<file path="src/rtl/core/itoar_pkg.sv">
// ----------------------------------------------------------------------------
// itoar_pkg
// Types, constants and the digit table of the radix text converter.
// ----------------------------------------------------------------------------
package itoar_pkg;

    localparam int NUM_W       = 32;
    localparam int RADIX_W     = 8;
    localparam int CHAR_W      = 8;
    localparam int DIGIT_W     = 6;
    localparam int MAX_DIGITS  = 32;
    localparam int CNT_W       = $clog2(MAX_DIGITS + 1);
    localparam int BITS_PER_CYC = 8;
    localparam int STEPS       = NUM_W / BITS_PER_CYC;
    localparam int STEP_W      = $clog2(STEPS);
    localparam int IN_W        = NUM_W + RADIX_W;

    localparam logic [RADIX_W-1:0] RADIX_MIN = 8'd2;
    localparam logic [RADIX_W-1:0] RADIX_MAX = 8'd36;
    localparam logic [RADIX_W-1:0] RADIX_DEC = 8'd10;

    localparam logic [CHAR_W-1:0] CHAR_MINUS = 8'h2D;
    localparam logic [CHAR_W-1:0] CHAR_NUL   = 8'h00;
    localparam logic [CHAR_W-1:0] CHAR_ZERO  = 8'h30;
    localparam logic [CHAR_W-1:0] CHAR_ALPHA = 8'h37;

    typedef enum logic [2:0] {
        S_IDLE,
        S_DIV,
        S_SIGN,
        S_DIGIT,
        S_TERM
    } t_state;

    typedef struct packed {
        logic load;
        logic step;
        logic pop;
    } t_dp_cmd;

    typedef struct packed {
        logic              in_radix_ok;
        logic              div_last;
        logic              neg10;
        logic              cnt_one;
        logic [CHAR_W-1:0] top_char;
    } t_dp_stat;

    // 0-9 then A-Z
    function automatic logic [CHAR_W-1:0] f_digit_char(input logic [DIGIT_W-1:0] d);
        logic [CHAR_W-1:0] ext;
        ext = CHAR_W'(d);
        if (d < DIGIT_W'(10)) begin
            return CHAR_ZERO + ext;
        end
        return CHAR_ALPHA + ext;
    endfunction

endpackage

</file>
<file path="src/rtl/core/itoar_dp.sv">
// ----------------------------------------------------------------------------
// itoar_dp
// Magnitude divider, eight quotient bits per cycle, and a digit stack.
// ----------------------------------------------------------------------------
module itoar_dp
    import itoar_pkg::*;
(
    input  logic                i_clk,
    input  logic                i_rst_n,
    input  logic [NUM_W-1:0]    i_number,
    input  logic [RADIX_W-1:0]  i_radix,
    input  t_dp_cmd             i_cmd,
    output t_dp_stat            o_stat
);

    logic [NUM_W-1:0]   r_quot, n_quot;
    logic [DIGIT_W-1:0] r_rem,  n_rem;
    logic [DIGIT_W-1:0] r_radix;
    logic               r_neg10;
    logic [STEP_W-1:0]  r_step;
    logic [CNT_W-1:0]   r_cnt;
    logic [DIGIT_W-1:0] r_stack [MAX_DIGITS];

    logic               step_end;

    always_comb begin
        logic [DIGIT_W:0] t;
        n_quot = r_quot;
        n_rem  = r_rem;
        for (int k = 0; k < BITS_PER_CYC; k++) begin
            t      = {n_rem, n_quot[NUM_W-1]};
            n_quot = {n_quot[NUM_W-2:0], 1'b0};
            if (t >= {1'b0, r_radix}) begin
                n_rem     = DIGIT_W'(t - {1'b0, r_radix});
                n_quot[0] = 1'b1;
            end else begin
                n_rem = t[DIGIT_W-1:0];
            end
        end
    end

    assign step_end = (r_step == STEP_W'(STEPS - 1));

    always_comb begin
        o_stat.in_radix_ok = i_radix inside {[RADIX_MIN:RADIX_MAX]};
        o_stat.div_last    = step_end &&
                             ((n_quot == '0) || (r_cnt == CNT_W'(MAX_DIGITS - 1)));
        o_stat.neg10       = r_neg10;
        o_stat.cnt_one     = (r_cnt == CNT_W'(1));
        o_stat.top_char    = f_digit_char(r_stack[0]);
    end

    always_ff @(posedge i_clk) begin
        if (!i_rst_n) begin
            r_step <= '0;
            r_cnt  <= '0;
        end else if (i_cmd.load) begin
            r_step <= '0;
            r_cnt  <= '0;
        end else if (i_cmd.step) begin
            r_step <= r_step + STEP_W'(1);
            if (step_end) begin
                r_cnt <= r_cnt + CNT_W'(1);
            end
        end else if (i_cmd.pop) begin
            r_cnt <= r_cnt - CNT_W'(1);
        end
    end

    always_ff @(posedge i_clk) begin
        if (i_cmd.load) begin
            r_quot  <= i_number[NUM_W-1] ? ('0 - i_number) : i_number;
            r_rem   <= '0;
            r_radix <= i_radix[DIGIT_W-1:0];
            r_neg10 <= i_number[NUM_W-1] && (i_radix == RADIX_DEC);
        end else if (i_cmd.step) begin
            r_quot <= n_quot;
            r_rem  <= step_end ? '0 : n_rem;
        end
    end

    // push on the last step of a digit, pop from the same end, entry 0
    always_ff @(posedge i_clk) begin
        if (i_cmd.step && step_end) begin
            r_stack[0] <= n_rem;
            for (int i = 1; i < MAX_DIGITS; i++) begin
                r_stack[i] <= r_stack[i-1];
            end
        end else if (i_cmd.pop) begin
            for (int i = 0; i < MAX_DIGITS - 1; i++) begin
                r_stack[i] <= r_stack[i+1];
            end
        end
    end

endmodule

</file>
<file path="src/rtl/core/itoar_ctrl.sv">
// ----------------------------------------------------------------------------
// itoar_ctrl
// Sequencer of division and emission, with the output register.
// ----------------------------------------------------------------------------
module itoar_ctrl
    import itoar_pkg::*;
(
    input  logic              i_clk,
    input  logic              i_rst_n,
    input  logic              i_in_valid,
    output logic              o_in_ready,
    output logic              o_out_valid,
    input  logic              i_out_ready,
    output logic [CHAR_W-1:0] o_out_char,
    output logic              o_out_last,
    input  t_dp_stat          i_stat,
    output t_dp_cmd           o_cmd
);

    t_state            r_state, n_state;
    logic              r_out_valid;
    logic [CHAR_W-1:0] r_out_char, n_out_char;
    logic              r_out_last, n_out_last;
    logic              out_load;
    logic              out_free;

    assign out_free = !r_out_valid || i_out_ready;

    always_ff @(posedge i_clk) begin
        if (!i_rst_n) begin
            r_state     <= S_IDLE;
            r_out_valid <= 1'b0;
        end else begin
            r_state <= n_state;
            if (out_load) begin
                r_out_valid <= 1'b1;
            end else if (i_out_ready) begin
                r_out_valid <= 1'b0;
            end
        end
    end

    always_ff @(posedge i_clk) begin
        if (out_load) begin
            r_out_char <= n_out_char;
            r_out_last <= n_out_last;
        end
    end

    always_comb begin
        n_state    = r_state;
        o_cmd      = '0;
        o_in_ready = 1'b0;
        out_load   = 1'b0;
        n_out_char = CHAR_NUL;
        n_out_last = 1'b0;
        case (r_state)
            S_IDLE: begin
                o_in_ready = 1'b1;
                if (i_in_valid) begin
                    o_cmd.load = 1'b1;
                    n_state    = i_stat.in_radix_ok ? S_DIV : S_TERM;
                end
            end
            S_DIV: begin
                o_cmd.step = 1'b1;
                if (i_stat.div_last) begin
                    n_state = i_stat.neg10 ? S_SIGN : S_DIGIT;
                end
            end
            S_SIGN: begin
                if (out_free) begin
                    out_load   = 1'b1;
                    n_out_char = CHAR_MINUS;
                    n_state    = S_DIGIT;
                end
            end
            S_DIGIT: begin
                if (out_free) begin
                    out_load   = 1'b1;
                    o_cmd.pop  = 1'b1;
                    n_out_char = i_stat.top_char;
                    if (i_stat.cnt_one) begin
                        n_state = S_TERM;
                    end
                end
            end
            S_TERM: begin
                if (out_free) begin
                    out_load   = 1'b1;
                    n_out_last = 1'b1;
                    n_state    = S_IDLE;
                end
            end
            default: begin
                n_state = S_IDLE;
            end
        endcase
    end

    assign o_out_valid = r_out_valid;
    assign o_out_char  = r_out_char;
    assign o_out_last  = r_out_last;

endmodule

</file>
<file path="src/rtl/core/integer_to_ascii_radix_core.sv">
// ----------------------------------------------------------------------------
// integer_to_ascii_radix_core
// Signed 32-bit value to ASCII text in radix 2 to 36.
// ----------------------------------------------------------------------------
// Input stream s_axis: one transfer carries a value and a radix. Output
// stream m_axis: one transfer per character, most significant digit first,
// digits 0-9 then A-Z, then a NUL character with tlast high. Radix 10 puts a
// minus sign before negative values; other radices write the magnitude. A
// radix outside 2..36 gives the NUL transfer alone.
// Timing: the input is taken in the idle state, then each digit is a full
// 32-bit division in the shared divider, which retires 8 quotient bits per
// cycle. Emission is one character per cycle from a digit stack while the
// receiver is ready.
// One item is converted at a time; the next is taken once the NUL transfer
// sits in the output register, even while it waits for the receiver.
// A receiver stall holds the output register and pauses emission.
// Reset (synchronous, active low) empties the output register and returns
// the sequencer to idle.
// ----------------------------------------------------------------------------
module integer_to_ascii_radix_core
    import itoar_pkg::*;
(
    input  logic               i_clk,
    input  logic               i_rst_n,
    input  logic               s_axis_tvalid,
    output logic               s_axis_tready,
    input  logic [IN_W-1:0]    s_axis_tdata,   // number[31:0], radix[39:32]
    output logic               m_axis_tvalid,
    input  logic               m_axis_tready,
    output logic [CHAR_W-1:0]  m_axis_tdata,   // char_code[7:0]
    output logic               m_axis_tlast
);

    t_dp_cmd  dp_cmd;
    t_dp_stat dp_stat;

    itoar_ctrl u_ctrl (
        .i_clk       (i_clk),
        .i_rst_n     (i_rst_n),
        .i_in_valid  (s_axis_tvalid),
        .o_in_ready  (s_axis_tready),
        .o_out_valid (m_axis_tvalid),
        .i_out_ready (m_axis_tready),
        .o_out_char  (m_axis_tdata),
        .o_out_last  (m_axis_tlast),
        .i_stat      (dp_stat),
        .o_cmd       (dp_cmd)
    );

    itoar_dp u_dp (
        .i_clk    (i_clk),
        .i_rst_n  (i_rst_n),
        .i_number (s_axis_tdata[NUM_W-1:0]),
        .i_radix  (s_axis_tdata[IN_W-1:NUM_W]),
        .i_cmd    (dp_cmd),
        .o_stat   (dp_stat)
    );

endmodule

</file>
<file path="config.mk">
export PLATFORM = sky130hd
export DESIGN_NAME = integer_to_ascii_radix_core
export DESIGN_NICKNAME = d
export VERILOG_FILES = /design/src/rtl/core/itoar_pkg.sv /design/src/rtl/core/itoar_dp.sv /design/src/rtl/core/itoar_ctrl.sv /design/src/rtl/core/integer_to_ascii_radix_core.sv
export SDC_FILE = /design/constraint.sdc
export NUM_CORES = 1
export LEC_CHECK = 0
export BUFFER_PORTS_ARGS = -buffer_cell sky130_fd_sc_hd__buf_2
export CAP_MARGIN = 10
export CORE_AREA = 2 2 130 259
export CTS_CLUSTER_SIZE = 24
export DETAILED_ROUTE_END_ITERATION = 10
export DIE_AREA = 0 0 132 261
export MAX_ROUTING_LAYER = met4
export SYNTH_ARGS = -nofsm -noshare
export SYNTH_HDL_FRONTEND = slang
export SYNTH_SLANG_ARGS = --single-unit
</file>
<file path="constraint.sdc">
create_clock -name i_clk -period 20 [get_ports i_clk]
set_clock_uncertainty 0.15 [all_clocks]
set_input_delay 2 -clock i_clk [delete_from_list [all_inputs] [get_ports i_clk]]
set_output_delay 2 -clock i_clk [all_outputs]
set_load 0.05 [all_outputs]
</file>
# After elaboration in Yosys (flattened, before gate mapping)

Memories as Yosys holds them, arrays and structs flattened.
Cells that the tools add are included.

Bits in registers: 66
Memory bits (writable): 192
Word-level logic and storage cells: 182
Memories kept: 1

Memory list:

| name         | depth | bits a word | rd ports | clocked after memory_dff | wr ports | RTL line       | source |
|---|---|---|---|---|---|---|---|
| u_dp.r_stack | 32    | 6           | 32       | 0                        | 32       | itoar_dp.sv:22 | `logic [DIGIT_W-1:0] r_stack [MAX_DIGITS];` |

Add/subtract/negate cells: 14
Magnitude comparators: 11
Equal/unequal tests: 15
Muxes and demuxes: 83
Bitwise logic cells: 32
Reduce and logical (&&, ||, !) cells: 16

Operator list:

| kind                                                            | count |
|---|---|
| 2-to-1 mux 6 bit                                                | 44 |
| 2-to-1 mux 32 bit                                               | 3 |
| >= comparator 7 x 6 -> 1 bit                                    | 8 |
| subtractor 6 bit                                                | 8 |
| zero test 32 bit                                                | 1 |
| subtractor 1 x 32 -> 32 bit (first input constant)              | 1 |
| bitwise OR 1 bit                                                | 31 |
| 2-to-1 mux 1 bit                                                | 24 |
| 2-to-1 mux 8 bit                                                | 3 |
| 2-to-1 mux 3 bit                                                | 7 |
| one-hot mux 8 bit (2 select lines)                              | 1 |
| one-hot mux 3 bit (5 select lines)                              | 1 |
| adder 6 x 6 -> 7 bit (first input constant)                     | 2 |
| equality test 8 x 4 -> 1 bit (second input constant)            | 1 |
| >= comparator 8 x 2 -> 1 bit (second input constant)            | 1 |
| less-or-equal comparator 8 x 6 -> 1 bit (second input constant) | 1 |
| != test 2 bit (second input constant)                           | 4 |
| adder 6 x 1 -> 6 bit (second input constant)                    | 1 |
| equality test 3 x 2 -> 1 bit (second input constant)            | 2 |
| equality test 6 x 1 -> 1 bit (second input constant)            | 1 |
| equality test 6 x 5 -> 1 bit (second input constant)            | 1 |
| < comparator 6 x 4 -> 1 bit (second input constant)             | 1 |
| != test 2 x 1 -> 1 bit (second input constant)                  | 3 |
| AND reduction 6 bit                                             | 1 |
| 14 further kinds                                                | 20 |

# Depth between registers and ports, before layout

Depth after elaboration: 21
Depth in mapped cells: 81
Depth with buffers taken out: 77

# Modules after synthesis

From an unflattened synthesis, not the netlist that was laid out.

Cell total of the unflattened synthesis: 1563
Area total of the unflattened synthesis: 14746.6 um2

Modules (own cells, without submodules):

| module     | instances | cells each | area an instance (um2) | seq. area each (um2) |
|---|---|---|---|---|
| itoar_dp   | 1         | 1505       | 14106.0                | 7216.9 |
| itoar_ctrl | 1         | 58         | 640.6                  | 350.3 |

# Worst setup path after synthesis

OpenSTA, ideal clock, no wires.

Kind: register -> register
Start: register u_dp.r_radix[1]
End: memory u_dp.r_stack[0][2] (data pin)
Arrival: 15.860 ns
Slack: 3.723 ns
Stages on the path, launching flop included: 79
Period minus slack after synthesis: 16.277 ns
Path through: edfxtp_1 -> inv_1 -> ha_1 -> a21oi_1 -> o211ai_2 -> mux2_2 -> ha_1 -> a21o_1 -> a21oi_1 -> o21a_1 -> clkbuf_1 -> a21oi_1 -> or2_2 -> ha_1 -> and4_1 -> a2111oi_1 -> a21o_1 -> o211a_2 -> (+43 left out) -> a21o_1 -> a21o_1 -> nor3_1 -> nor3_1 -> a21oi_1 -> inv_1 -> ha_1 -> nor2b_1 -> o21ai_0 -> nand2b_1 -> a21o_1 -> a21o_1 -> a211oi_1 -> nor3b_1 -> a31oi_4 -> buf_6 -> a22oi_1 -> o31ai_2

RTL lines:

| item                   | RTL line       | source |
|---|---|---|
| start, declared        | itoar_dp.sv:18 | `logic [DIGIT_W-1:0] r_radix;` |
| start signal, assigned | itoar_dp.sv:74 | `r_radix <= i_radix[DIGIT_W-1:0];` |
| end, declared          | itoar_dp.sv:22 |  |

# Worst setup path after layout

Start: register u_dp.r_radix[4]
End: register u_ctrl.r_state[1]

Longest elaborated chain between the ends: 21

RTL lines:

| item                                                             | RTL line                       | source |
|---|---|---|
| subtractor 6 bit or >= comparator 7 x 6 -> 1 bit (tied branches) | itoar_dp.sv:34, itoar_dp.sv:33 |  |
| 2-to-1 mux 6 bit                                                 | itoar_dp.sv:33                 | `if (t >= {1'b0, r_radix}) begin` |
| subtractor 6 bit or >= comparator 7 x 6 -> 1 bit (tied branches) | itoar_dp.sv:34, itoar_dp.sv:33 |  |
| 2-to-1 mux 6 bit                                                 | itoar_dp.sv:33                 |  |
| >= comparator 7 x 6 -> 1 bit or subtractor 6 bit (tied branches) | itoar_dp.sv:33, itoar_dp.sv:34 |  |
| 2-to-1 mux 6 bit                                                 | itoar_dp.sv:33                 |  |
| subtractor 6 bit or >= comparator 7 x 6 -> 1 bit (tied branches) | itoar_dp.sv:34, itoar_dp.sv:33 |  |
| 2-to-1 mux 6 bit                                                 | itoar_dp.sv:33                 |  |
| (+5 left out)                                                    | -                              |  |
| 2-to-1 mux 6 bit                                                 | itoar_dp.sv:33                 |  |
| >= comparator 7 x 6 -> 1 bit                                     | itoar_dp.sv:33                 |  |
| 2-to-1 mux 1 bit                                                 | itoar_dp.sv:33                 |  |
| zero test 32 bit *                                               | itoar_dp.sv:47                 | `((n_quot == '0) \|\| (r_cnt == CNT_W'(MAX_DIGITS - 1)));` |
| logical OR 1 bit *                                               | itoar_dp.sv:47                 |  |
| logical AND 1 bit *                                              | itoar_dp.sv:46                 | `o_stat.div_last = step_end &&` |
| != test 2 bit (no line) *                                        | -                              |  |
| AND reduction 6 bit (no line) *                                  | -                              |  |
| end signal, assigned                                             | itoar_ctrl.sv:34               | `r_state <= n_state;` |
| end, declared                                                    | itoar_ctrl.sv:20               | `t_state r_state, n_state;` |

Every way passes the cells marked *; elsewhere a longest branch is shown, timed or not.
A chain may end at the register's enable or synchronous reset.

==> impl_metrics.yaml <==
run_status:
  outcome: "finished clean"
synth:
  ys_types: 75
  synth.area.top_cells: "edfxtp_1, nand2_1, mux2_2"
  synth_area_per_cell_um2: 10.4
  synth_flop_cell: "edfxtp_1"
  ys_ff_latch: 257
  syn_inst: 1390
  ys_warn_count: 0
  synth_async_sr_flop_share_pct: 0
  netlist_area_um2: 14500
  synth_top_area_share_pct: 49.6
  synth_top_area_cell: "edfxtp_1"
  yosysSeqAreaShare_pct: 52.0
  syn_nets: 1497
  synth-edff-count: 239
floorplanning:
  die_h_um: 261
  die_area_um2: 34500
  die_width_um: 132
  rows: 94
  core_area_um2: 32600
  initial_core_util_pct: 44.5
  ios: 55
global_routing:
  grt_usage_pct: 18.4
  grt_antenna_before_repair: 0
  grt_pass1_wl_um: 50700
  grt.overflow.total: 0
  grt_pass1_vias: 10100
  grt_max_degree: 99
setup_path:
  crit_slowest_cell: "nor3_1"
  worstSetupPathType: "reg2reg"
  cpLargestDelayFamily: "compound AO/OA/AOI/OAI gates"
  path_buf_inv: 6
  cp.required_ps: 20330
  crit_top_cell: "a21o_1"
  rr_worst_depth: 76
  startpoint_type: "register"
  r2r-start: "u_dp.r_radix[4]"
  crit_arrival_ps: 18690
  r2r_slack_ps: 1640
  crit_path_end_kind: "register"
  slowest_delay_ps: 470
  critPathMaxFanout: 15
  worstReg2RegEnd: "u_ctrl.r_state[1]"
route:
  drt-pass1-iter-count: 7
  route.detailed.drc: 0
  first_iter_violations: 783
  antenna_left: 0
  viasPerCell: 5.46
  routed-via-count: 10200
  avgRoutedWirePerCell_um: 16.4
  wirelength_um: 30800
cts:
  tritoncts.num_buffers: 24
  clkSinkCount: 257
  cts_tree: "done"
  clkTransAtPathRegs_ps: 70
  h-tree-depth: 1
  root_buffer: "clkbuf_16"
  cts_buffer_depth: 3
  clock_latency_ps: 540
  ctsHoldBuffers: 0
cells_and_area:
  finalNetCount: 1533
  final_common_cell: "nand2_1"
  antennaDiodeCount: 0
  most-common-layout-cells: "nand2_1, edfxtp_1, mux2_2"
  nFillCells: 3001
  area_growth_pct: 10.4
  drive_above_1_share_pct: 15.0
  final_util_pct: 49.1
sta:
  maxSlewViolCount: 0
  timing.fmax_ghz: 0.0545
  tightest_slew_ps: 1120
  finalCritPeriodShare_pct: 91.8
  tns_ps: 0
  rsz0062_at_grt: "false"
  slew_headroom_pct: 25.5
  hold_violations: 0
  setup_viol: 0
  period_minus_slack_ps: 18360
hold_path:
  min_to: "u_dp.r_stack[1][90]"
  hold_class: "reg2reg"
  min-delay-start: "u_dp.r_stack[1][84]"
  hold-path-cell-count: 0
job:
  maxCapViolCount: 0
place:
  hpwl_um: 21400
  numPortBuffers: 53
  place.gp.congestion: 0.877
## timing repair
item,in CTS,in global routing
gates resized for setup,0,2
setup endpoints to repair,0,15
setup buffers,0,3
## worst max-delay path by stage
stage                         start                 end  slack, ps  depth (start not counted)
finish              u_dp.r_radix[4]   u_ctrl.r_state[1]       1640                         76
global route        u_dp.r_radix[4]   u_ctrl.r_state[1]         20                         76
CTS                 u_dp.r_radix[1]   u_ctrl.r_state[1]       1080                         75
detailed placement  u_dp.r_radix[1]   u_ctrl.r_state[1]       1180                         75
global placement    u_dp.r_radix[1]   u_ctrl.r_state[1]       1890                         74
floorplan           u_dp.r_radix[1]  u_dp.r_stack[0][2]       3720                         78
## final cells by class
type	instances	area, um^2	area share [%]
multi-input cells	1028	6560	41.0
clock inverters	14	181	1.14
clock buffers	30	623	3.90
inverters	52	200	1.25
repair buffers	63	340	2.13
well taps	432	541	3.38
flip-flops and latches	257	7540	47.2
## metal layers
layer  vias to the layer above  GRT usage (%)  wire length (um)
met2                       206           29.6             14500
met5                         -              -                 0
met4                         0           6.22               876
met3                        51           2.30              1250
li1                       5060              -                 -
met1                      4932           24.3             14200
## cell usage after synthesis, types with 10 or more instances
library cell and n:
a21o_1 19, a21oi_1 58, a31oi_1 10, clkbuf_1 48
dfxtp_1 18, edfxtp_1 239, ha_1 55, inv_1 50
mux2_2 89, nand2_1 365, nand2b_1 11, nand3_1 17
nand4_1 10, nor2_1 69, nor2b_1 10, nor3_1 22
nor4_1 10, o21a_1 13, o21ai_0 69, o31ai_1 13
xnor2_1 21, xor2_1 42
## metrics by stage
stage / std cells / worst slack (ps) / instance area (um^2) / hold WS, ps
floorplan: 1390 / 3720 / 14500 / 272
global placement: 1829 / 1890 / 15100 / 280
detailed placement: 1829 / 1180 / 15100 / 289
CTS: 1873 / 1080 / 16000 / 308
global route: 1876 / 24.1 / 16000 / 325
finish: 1876 / 1640 / 16000 / 306
## logic make-up (layout without fill, tap and decap cells)
kind of cell / count (synthesis) / count (layout) / synth area share (%)
fa+ha+maj: 63 / 63 / 5.86
flops: 257 / 257 / 52.0
compound gates: 245 / 245 / 11.3
buf+inv: 105 / 159 / 2.87
xor+xnor: 63 / 63 / 3.81
other cells: 1 / 1 / 0.0259
mux: 98 / 98 / 7.61
simple gates: 558 / 558 / 16.5
## registers in the layout, summed over array words and instances, names as in the netlist, 2 cells and up
register	count
u_dp.r_stack	192
u_dp.r_quot	32
u_ctrl.o_out_char	7
u_dp.r_cnt	6
u_dp.r_radix	6
u_dp.r_rem	6
u_ctrl.r_state	3
u_dp.r_step	2
Power is not shown: default switching activity piles up to over one toggle a cycle in this logic, so the estimate is an artifact.
